**config.mk**
```make
export PLATFORM = sky130hd
export DESIGN_NAME = histogram_min_max_stretch
export DESIGN_NICKNAME = d
export VERILOG_FILES = /design/src/rtl/hmms_pkg.sv /design/src/rtl/histogram_min_max_stretch.sv /design/src/rtl/hmms_div.sv /design/src/rtl/hmms_stats.sv
export SDC_FILE = /design/constraint.sdc
export NUM_CORES = 1
export LEC_CHECK = 0
export BUFFER_PORTS_ARGS = -buffer_cell sky130_fd_sc_hd__buf_2
export CORE_MARGIN = 2
export CORE_UTILIZATION = 25
export DETAILED_ROUTE_END_ITERATION = 7
export SYNTH_ARGS = -nofsm -noshare
export SYNTH_HDL_FRONTEND = slang
export SYNTH_SLANG_ARGS = --single-unit
```
**constraint.sdc**
```tcl
create_clock -name clk -period 7.15 [get_ports clk]
set_clock_uncertainty 0.15 [all_clocks]
set_input_delay 1.0725 -clock clk [delete_from_list [all_inputs] [get_ports clk]]
set_output_delay 1.0725 -clock clk [all_outputs]
set_load 0.1 [all_outputs]
```
**src/rtl/hmms_pkg.sv**
```systemverilog
package hmms_pkg;

  localparam int PixW     = 8;
  localparam int NumCh    = 3;
  localparam int NumW     = 2 * PixW;
  localparam int DivSteps = PixW;
  localparam int CntW     = $clog2(DivSteps);
  localparam int LumW     = PixW + 5;

  localparam logic [PixW-1:0] PixMax = {PixW{1'b1}};

  localparam logic ReqMeasure = 1'b0;
  localparam logic ReqMap     = 1'b1;

  typedef logic [NumCh-1:0][PixW-1:0] pix_vec_t;

  typedef struct packed {
    pix_vec_t lo;
    pix_vec_t hi;
  } stats_t;

  typedef struct packed {
    logic            start;
    logic [NumW-1:0] num;
    logic [PixW-1:0] den;
  } div_req_t;

  typedef struct packed {
    logic            done;
    logic [PixW-1:0] quot;
  } div_rsp_t;

  // Luminance weights sum to 32, so the result always fits one pixel.
  function automatic logic [PixW-1:0] lum_f(input logic [PixW-1:0] r,
                                            input logic [PixW-1:0] g,
                                            input logic [PixW-1:0] b);
    logic [LumW-1:0] sum;
    sum = {5'b0, r} * LumW'(11) + {5'b0, g} * LumW'(16) + {5'b0, b} * LumW'(5);
    return sum[LumW-1:5];
  endfunction

endpackage

```
**src/rtl/histogram_min_max_stretch.sv**
```systemverilog
// Min-max contrast stretch for RGB pixels, run as two passes over a frame.
// Input channel (in_valid/in_ready): a measure beat (req_type 0) folds the
// pixel into the per-channel minimum and maximum; frame_start on it clears
// them first. A measure beat gives no result and leaves the block idle.
// A map beat (req_type 1) gives one result beat on the out_ channel with the
// stretched channels and a flat bit per channel where max is not above min.
// gray_mode, written through cfg_wr_en/cfg_wr_data, selects luminance mode.
// A map beat occupies the block through a load state, the radix-2
// dividers (one per channel, one quotient bit per cycle) and a finishing
// state that hands the result to the output register. in_ready is low
// for that whole time, so no new beat is taken until the map beat is done.
// The output register frees the datapath once loaded; if the receiver
// stalls with a result still held, the next map result waits in the
// finishing state and in_ready stays low until the held beat is taken.
// Reset (rst_n low, synchronous) sets minimum to 255 and maximum to 0 for
// all channels, clears gray_mode and empties the output register.
module histogram_min_max_stretch import hmms_pkg::*; (
  input  logic            clk,
  input  logic            rst_n,
  input  logic            in_valid,
  output logic            in_ready,
  input  logic            in_req_type,
  input  logic            in_frame_start,
  input  logic [PixW-1:0] in_red,
  input  logic [PixW-1:0] in_green,
  input  logic [PixW-1:0] in_blue,
  output logic            out_valid,
  input  logic            out_ready,
  output logic [PixW-1:0] out_red,
  output logic [PixW-1:0] out_green,
  output logic [PixW-1:0] out_blue,
  output logic [NumCh-1:0] out_flat_mask,
  input  logic            cfg_wr_en,
  input  logic            cfg_wr_data
);

  typedef enum logic [1:0] {
    S_IDLE,
    S_LOAD,
    S_DIV,
    S_DONE
  } state_t;

  state_t           state_r;
  logic             gray_mode_r;
  logic             in_acc;
  logic [PixW-1:0]  lum;
  pix_vec_t         in_vals;
  pix_vec_t         val_r;
  stats_t           stats;
  logic [NumCh-1:0] flat_r, low_r, sat_r;
  logic [NumCh-1:0] div_done;
  pix_vec_t         res;
  logic             out_valid_r;
  pix_vec_t         out_pix_r;
  logic [NumCh-1:0] out_flat_r;
  logic             out_load;

  assign in_ready = (state_r == S_IDLE);
  assign in_acc   = in_valid && in_ready;
  assign lum      = lum_f(in_red, in_green, in_blue);
  assign in_vals  = gray_mode_r ? {NumCh{lum}} : {in_blue, in_green, in_red};

  always_ff @(posedge clk) begin
    if (!rst_n) begin
      gray_mode_r <= 1'b0;
    end else if (cfg_wr_en) begin
      gray_mode_r <= cfg_wr_data;
    end
  end

  hmms_stats u_stats (
    .clk     (clk),
    .rst_n   (rst_n),
    .meas_en (in_acc && (in_req_type == ReqMeasure)),
    .clear   (in_frame_start),
    .vals    (in_vals),
    .stats   (stats)
  );

  for (genvar i = 0; i < NumCh; i++) begin : g_lane
    logic [PixW-1:0] lo, hi, v, span, rise;
    div_req_t        dreq;
    div_rsp_t        drsp;

    // In gray mode every lane works on channel 0 statistics.
    assign lo   = gray_mode_r ? stats.lo[0] : stats.lo[i];
    assign hi   = gray_mode_r ? stats.hi[0] : stats.hi[i];
    assign v    = val_r[i];
    assign span = hi - lo;
    assign rise = v - lo;

    assign dreq.start = (state_r == S_LOAD);
    assign dreq.num   = {rise, {PixW{1'b0}}} - {{PixW{1'b0}}, rise};
    assign dreq.den   = span;

    hmms_div u_div (
      .clk   (clk),
      .rst_n (rst_n),
      .req   (dreq),
      .rsp   (drsp)
    );

    assign div_done[i] = drsp.done;

    always_ff @(posedge clk) begin
      if (state_r == S_LOAD) begin
        flat_r[i] <= (hi <= lo);
        low_r[i]  <= (v <= lo);
        sat_r[i]  <= (v >= hi);
      end
    end

    // A value at or above max would divide to 255 or more, so it saturates here.
    assign res[i] = flat_r[i] ? v :
                    low_r[i]  ? '0 :
                    sat_r[i]  ? PixMax : drsp.quot;
  end

  assign out_load = (state_r == S_DONE) && (!out_valid_r || out_ready);

  always_ff @(posedge clk) begin
    if (!rst_n) begin
      state_r     <= S_IDLE;
      out_valid_r <= 1'b0;
    end else begin
      if (out_load) begin
        out_valid_r <= 1'b1;
      end else if (out_ready) begin
        out_valid_r <= 1'b0;
      end
      case (state_r)
        S_IDLE: begin
          if (in_acc && (in_req_type == ReqMap)) begin
            state_r <= S_LOAD;
          end
        end
        S_LOAD: begin
          state_r <= S_DIV;
        end
        S_DIV: begin
          if (div_done[0]) begin
            state_r <= S_DONE;
          end
        end
        S_DONE: begin
          if (out_load) begin
            state_r <= S_IDLE;
          end
        end
        default: begin
          state_r <= S_IDLE;
        end
      endcase
    end
  end

  always_ff @(posedge clk) begin
    if (in_acc) begin
      val_r <= in_vals;
    end
    if (out_load) begin
      out_pix_r  <= res;
      out_flat_r <= flat_r;
    end
  end

  assign out_valid     = out_valid_r;
  assign out_red       = out_pix_r[0];
  assign out_green     = out_pix_r[1];
  assign out_blue      = out_pix_r[2];
  assign out_flat_mask = out_flat_r;

  a_map_starts_load: assert property (@(posedge clk) disable iff (!rst_n)
    (in_acc && (in_req_type == ReqMap)) |=> (state_r == S_LOAD))
    else $error("map beat did not start the divide sequence");

  a_lanes_in_step: assert property (@(posedge clk) disable iff (!rst_n)
    (state_r == S_DIV) |-> (div_done == '0 || div_done == '1))
    else $error("divider lanes finished in different cycles");

  a_result_from_done: assert property (@(posedge clk) disable iff (!rst_n)
    $rose(out_valid_r) |-> $past(state_r == S_DONE))
    else $error("result appeared outside the finishing state");

  a_no_accept_busy: assert property (@(posedge clk) disable iff (!rst_n)
    (state_r == S_DIV) |=> !(state_r == S_IDLE && $past(div_done[0]) == 1'b0))
    else $error("sequencer left the divide state early");

endmodule

```
**src/rtl/hmms_div.sv**
```systemverilog
module hmms_div import hmms_pkg::*; (
  input  logic     clk,
  input  logic     rst_n,
  input  div_req_t req,
  output div_rsp_t rsp
);

  logic [PixW-1:0] rem_r, rem_nxt;
  logic [PixW-1:0] quo_r, quo_nxt;
  logic [PixW-1:0] den_r;
  logic [CntW-1:0] cnt_r;
  logic            run_r;
  logic [PixW:0]   trial;
  logic [PixW:0]   diff;
  logic            ge;

  // Low numerator bits shift out of quo_r while quotient bits shift in.
  assign trial   = {rem_r, quo_r[PixW-1]};
  assign diff    = trial - {1'b0, den_r};
  assign ge      = trial >= {1'b0, den_r};
  assign rem_nxt = ge ? diff[PixW-1:0] : trial[PixW-1:0];
  assign quo_nxt = {quo_r[PixW-2:0], ge};

  always_ff @(posedge clk) begin
    if (!rst_n) begin
      run_r <= 1'b0;
      cnt_r <= '0;
    end else if (req.start) begin
      run_r <= 1'b1;
      cnt_r <= '0;
    end else if (run_r) begin
      cnt_r <= cnt_r + 1'b1;
      if (cnt_r == CntW'(DivSteps - 1)) begin
        run_r <= 1'b0;
      end
    end
  end

  always_ff @(posedge clk) begin
    if (req.start) begin
      rem_r <= req.num[NumW-1:PixW];
      quo_r <= req.num[PixW-1:0];
      den_r <= req.den;
    end else if (run_r) begin
      rem_r <= rem_nxt;
      quo_r <= quo_nxt;
    end
  end

  assign rsp.done = run_r && (cnt_r == CntW'(DivSteps - 1));
  assign rsp.quot = quo_r;

endmodule

```
**src/rtl/hmms_stats.sv**
```systemverilog
module hmms_stats import hmms_pkg::*; (
  input  logic     clk,
  input  logic     rst_n,
  input  logic     meas_en,
  input  logic     clear,
  input  pix_vec_t vals,
  output stats_t   stats
);

  pix_vec_t lo_r, lo_nxt;
  pix_vec_t hi_r, hi_nxt;

  always_comb begin
    for (int i = 0; i < NumCh; i++) begin
      logic [PixW-1:0] lo_base;
      logic [PixW-1:0] hi_base;
      lo_base   = clear ? PixMax : lo_r[i];
      hi_base   = clear ? '0 : hi_r[i];
      lo_nxt[i] = (vals[i] < lo_base) ? vals[i] : lo_base;
      hi_nxt[i] = (vals[i] > hi_base) ? vals[i] : hi_base;
    end
  end

  always_ff @(posedge clk) begin
    if (!rst_n) begin
      lo_r <= {NumCh{PixMax}};
      hi_r <= '0;
    end else if (meas_en) begin
      lo_r <= lo_nxt;
      hi_r <= hi_nxt;
    end
  end

  assign stats.lo = lo_r;
  assign stats.hi = hi_r;

endmodule

```
==> flow_metrics.py <==
metrics = {
    "outcome": {
        "status": "complete, no violations",
    },
    "clock_tree": {
        "hold_buffers": 0,
        "cts-root-buf": "clkbuf_16",
        "clk_pin_slew_ns": 0.08,
        "cts_made_buffers": 17,
        "post-cts-setup-buffer-count": 0,
        "clock_sinks": 196,
        "htreeDepth": 4,
        "cts_max_path_buffers": 2,
        "clk_latency_ns": 0.47,
        "cts-resized-gates": 0,
        "cts_tree": "done",
    },
    "route": {
        "wl_per_cell_um": 16.4,
        "drt_iter0_drc": 860,
        "drc": 0,
        "via_per_inst": 4.89,
        "wirelength_mm": 39.1,
        "ant_nets": 0,
        "vias": 11700,
        "first_pass_iters": 6,
    },
    "power": {
        "switching_share_pct": 45.1,
        "p_sw_mw": 3.16,
        "vdd_ir_drop_max_mv": 0.190,
        "seqPwrFrac_pct": 29.8,
        "leakagePower_nw": 7.06,
        "power_mw": 7.01,
        "pwr-share-comb_pct": 56.5,
        "internal-power_mw": 3.85,
        "powerDensity_mw_per_mm2": 418,
        "pwr-share-clk_pct": 13.7,
    },
    "global_routing": {
        "grt_max_degree": 72,
        "antenna_found_initial": 2,
        "grt_pass1_vias": 11500,
        "grt_usage_pct": 12.6,
        "overflow": 0,
        "grt_first_pass_wirelength_mm": 62.2,
    },
    "sta": {
        "max_slew_margin_pct": 29.1,
        "tightest_slew_ns": 1.05,
        "slew_violations": 0,
        "final-hold-violation-count": 0,
        "setup_tns_ns": 0,
        "setup_viol": 0,
        "fin_crit_ns": 6.36,
        "fmax_ghz": 0.157,
        "rsz0062_at_grt": "false",
        "period_share_pct": 89.0,
    },
    "job": {
        "cap_viol_max_count": 0,
    },
    "synthesis": {
        "yosys_warnings": 0,
        "synth-simple-area-share_pct": 13.3,
        "synth_cell_types": 102,
        "synth_top_family_by_area": "adder cells",
        "synthAdderAreaFrac_pct": 19.9,
        "syn-cell-area_mm2": 0.0150,
        "synth_compound_area_share_pct": 19.7,
        "postSynthCellCount": 1560,
        "synthMuxAreaShare_pct": 3.33,
        "synth.avg_cell_area_um2": 9.65,
        "synth_nets": 1811,
        "ys_seq_area_share_pct": 34.9,
        "async_flop_share_pct": 0,
        "synth_xor_area_share_pct": 3.18,
        "synth_ff_type": "edfxtp_1",
        "ys_seq_elements": 196,
        "synth_edf_count": 132,
    },
    "critical_path": {
        "cp_data_required_time_ns": 7.40,
        "critical_path_class": "input pin to flop",
        "critical_path.max_fanout": 7,
        "worstSetupEndpointType": "flop",
        "worstSetupStartpointType": "input pin",
        "arrival_ns": 6.61,
    },
    "placement": {
        "numPortBuffers": 60,
        "post-dp-hpwl_mm": 31.3,
        "gp_congestion": 0.879,
    },
    "floorplan": {
        "die_area_mm2": 0.0622,
        "start_util_pct": 25.4,
        "die_w_um": 249,
        "fp-row-count": 89,
        "ios": 61,
        "coreArea_mm2": 0.0592,
        "die_h_um": 249,
    },
    "finish": {
        "fillers": 6249,
        "nNetsFinal": 1851,
        "post-route-util_pct": 28.3,
        "synthToLayoutAreaGrowth_pct": 11.4,
        "drive_gt1_share_pct": 11.3,
        "diodes": 0,
    },
    "worst_hold_path": {
        "hp-class": "flop to flop",
    },
}
per-stage QoR:
stage | cell area [um2] | std cells | hold slack (ns) | worst slack (ns)
detailed placement | 16200 | 2354 | 0.332 | 0.361
floorplan | 15000 | 1560 | 0.274 | 0.913
finish | 16800 | 2386 | 0.346 | 0.786
CTS | 16800 | 2386 | 0.344 | 0.839
global placement | 16200 | 2354 | 0.324 | 0.513
global route | 16800 | 2386 | 0.365 | 0.485
logic make-up after synthesis:
family / Yosys count
xor+xnor: 53
flops: 196
mux: 47
buf+inv: 220
fa+ha+maj: 219
simple gates: 416
compound gates: 409
area by class of cell:
type | instances | area (um2) | share of cell area (%)
multi-input cells | 1144 | 8960 | 53.5
flip-flops and latches | 196 | 5250 | 31.3
well taps | 773 | 967 | 5.77
inverters | 174 | 653 | 3.90
clock buffers | 19 | 443 | 2.64
repair buffers | 67 | 353 | 2.10
clock inverters | 13 | 139 | 0.829
worst max-delay path, cell delays in order:
cell      delay, ns
buf_2          0.14
ha_1           0.28
inv_1          0.05
fa_1           0.47
inv_1          0.05
fa_1           0.52
inv_1          0.05
fa_1           0.52
inv_1          0.04
ha_1           0.38
and3_1         0.23
a41oi_2        0.17
o211ai_2       0.16
o31ai_1        0.25
mux2_2         0.41
a21boi_2       0.19
inv_1          0.14
ha_1           0.26
a21oi_1        0.19
o211ai_1       0.12
nand2_1        0.13
a21oi_1        0.10
nor2_1         0.44
a22o_1         0.23
worst paths after layout:
check | startpoint | end | slack, ns | cells after the start
hold reg to reg | u_stats.stats[20] | u_stats.stats[20] | 0.35 | 1
setup reg to reg | gray_mode_r | g_lane[1].u_div.quo_r[7] | 3.08 | 12
hold / removal | u_stats.stats[20] | u_stats.stats[20] | 0.35 | 1
setup / recovery | in_red[5] | u_stats.stats[10] | 0.79 | 24
sequential cells by signal, indices dropped and copies added, names as in the netlist:
| register | cells |
|---|---|
| u_stats.stats | 48 |
| g_lane.u_div.den_r | 24 |
| g_lane.u_div.quo_r | 24 |
| g_lane.u_div.rem_r | 24 |
| g_lane.v | 24 |
| g_lane.u_div.cnt_r | 9 |
| out_blue | 8 |
| out_green | 8 |
| out_red | 8 |
| flat_r | 3 |
| g_lane.u_div.run_r | 3 |
| low_r | 3 |
| out_flat_mask | 3 |
| sat_r | 3 |
| state_r | 2 |
| gray_mode_r | 1 |
| out_valid | 1 |
Yosys cell counts (17+ instances only):
cell type	number	area, um2
edfxtp_1	132	3960
clkbuf_1	26	97.6
xor2_1	17	149
fa_1	34	681
mux2i_1	26	260
nand4_1	21	131
a21o_1	33	248
a21oi_1	78	390
o31ai_1	28	210
a21boi_0	22	165
o21a_1	22	165
nor2b_1	31	194
xnor2_1	34	298
dfxtp_1	64	1280
mux2_2	19	214
nand3_1	19	95.1
inv_1	171	642
o21ai_0	61	305
nand2_1	114	428
ha_1	185	2310
nand2b_1	24	150
nor2_1	139	522
layer usage:
| layer | up-vias | GRT usage [%] | wire (um) |
|---|---|---|---|
| li1 | 5684 | - | - |
| met1 | 5589 | 18.0 | 19400 |
| met2 | 328 | 19.2 | 16800 |
| met3 | 52 | 1.95 | 1940 |
| met4 | 4 | 4.37 | 959 |
| met5 | - | 0 | 21 |
placed cells by master, fill, tap and decap left out, drive strengths merged, types with 7 or more instances in the layout:
master,n
nor2b,32
xor2,17
o211ai,10
nand4,21
and2,9
inv,180
nand2,115
or3,7
fa,34
edfxtp,132
a2bb2oi,8
o2bb2ai,9
nor2,140
o31ai,30
ha,185
nand2b,24
xnor2,36
a22o,13
clkbuf,19
a21oi,83
a21o,34
buf,67
clkinv,7
nand3,19
dfxtp,64
o31a,8
a211oi,11
o22ai,9
mux2,21
o21a,24
a31oi,9
nor3,12
or2,15
a21boi,23
o21ai,77
o22a,13
mux2i,26
power by group through the flow:
| stage | clock network (mW) | logic, mW | registers [mW] |
|---|---|---|---|
| CTS | 0.985 | 3.97 | 2.08 |
| global placement | 0 | 3.85 | 2.10 |
| finish | 0.959 | 3.96 | 2.09 |
| detailed placement | 0 | 3.94 | 2.11 |
| floorplan | 0 | 3.05 | 2.04 |
| global route | 1.03 | 4.45 | 2.13 |
Note: power is estimated with default switching activity, not from simulation.
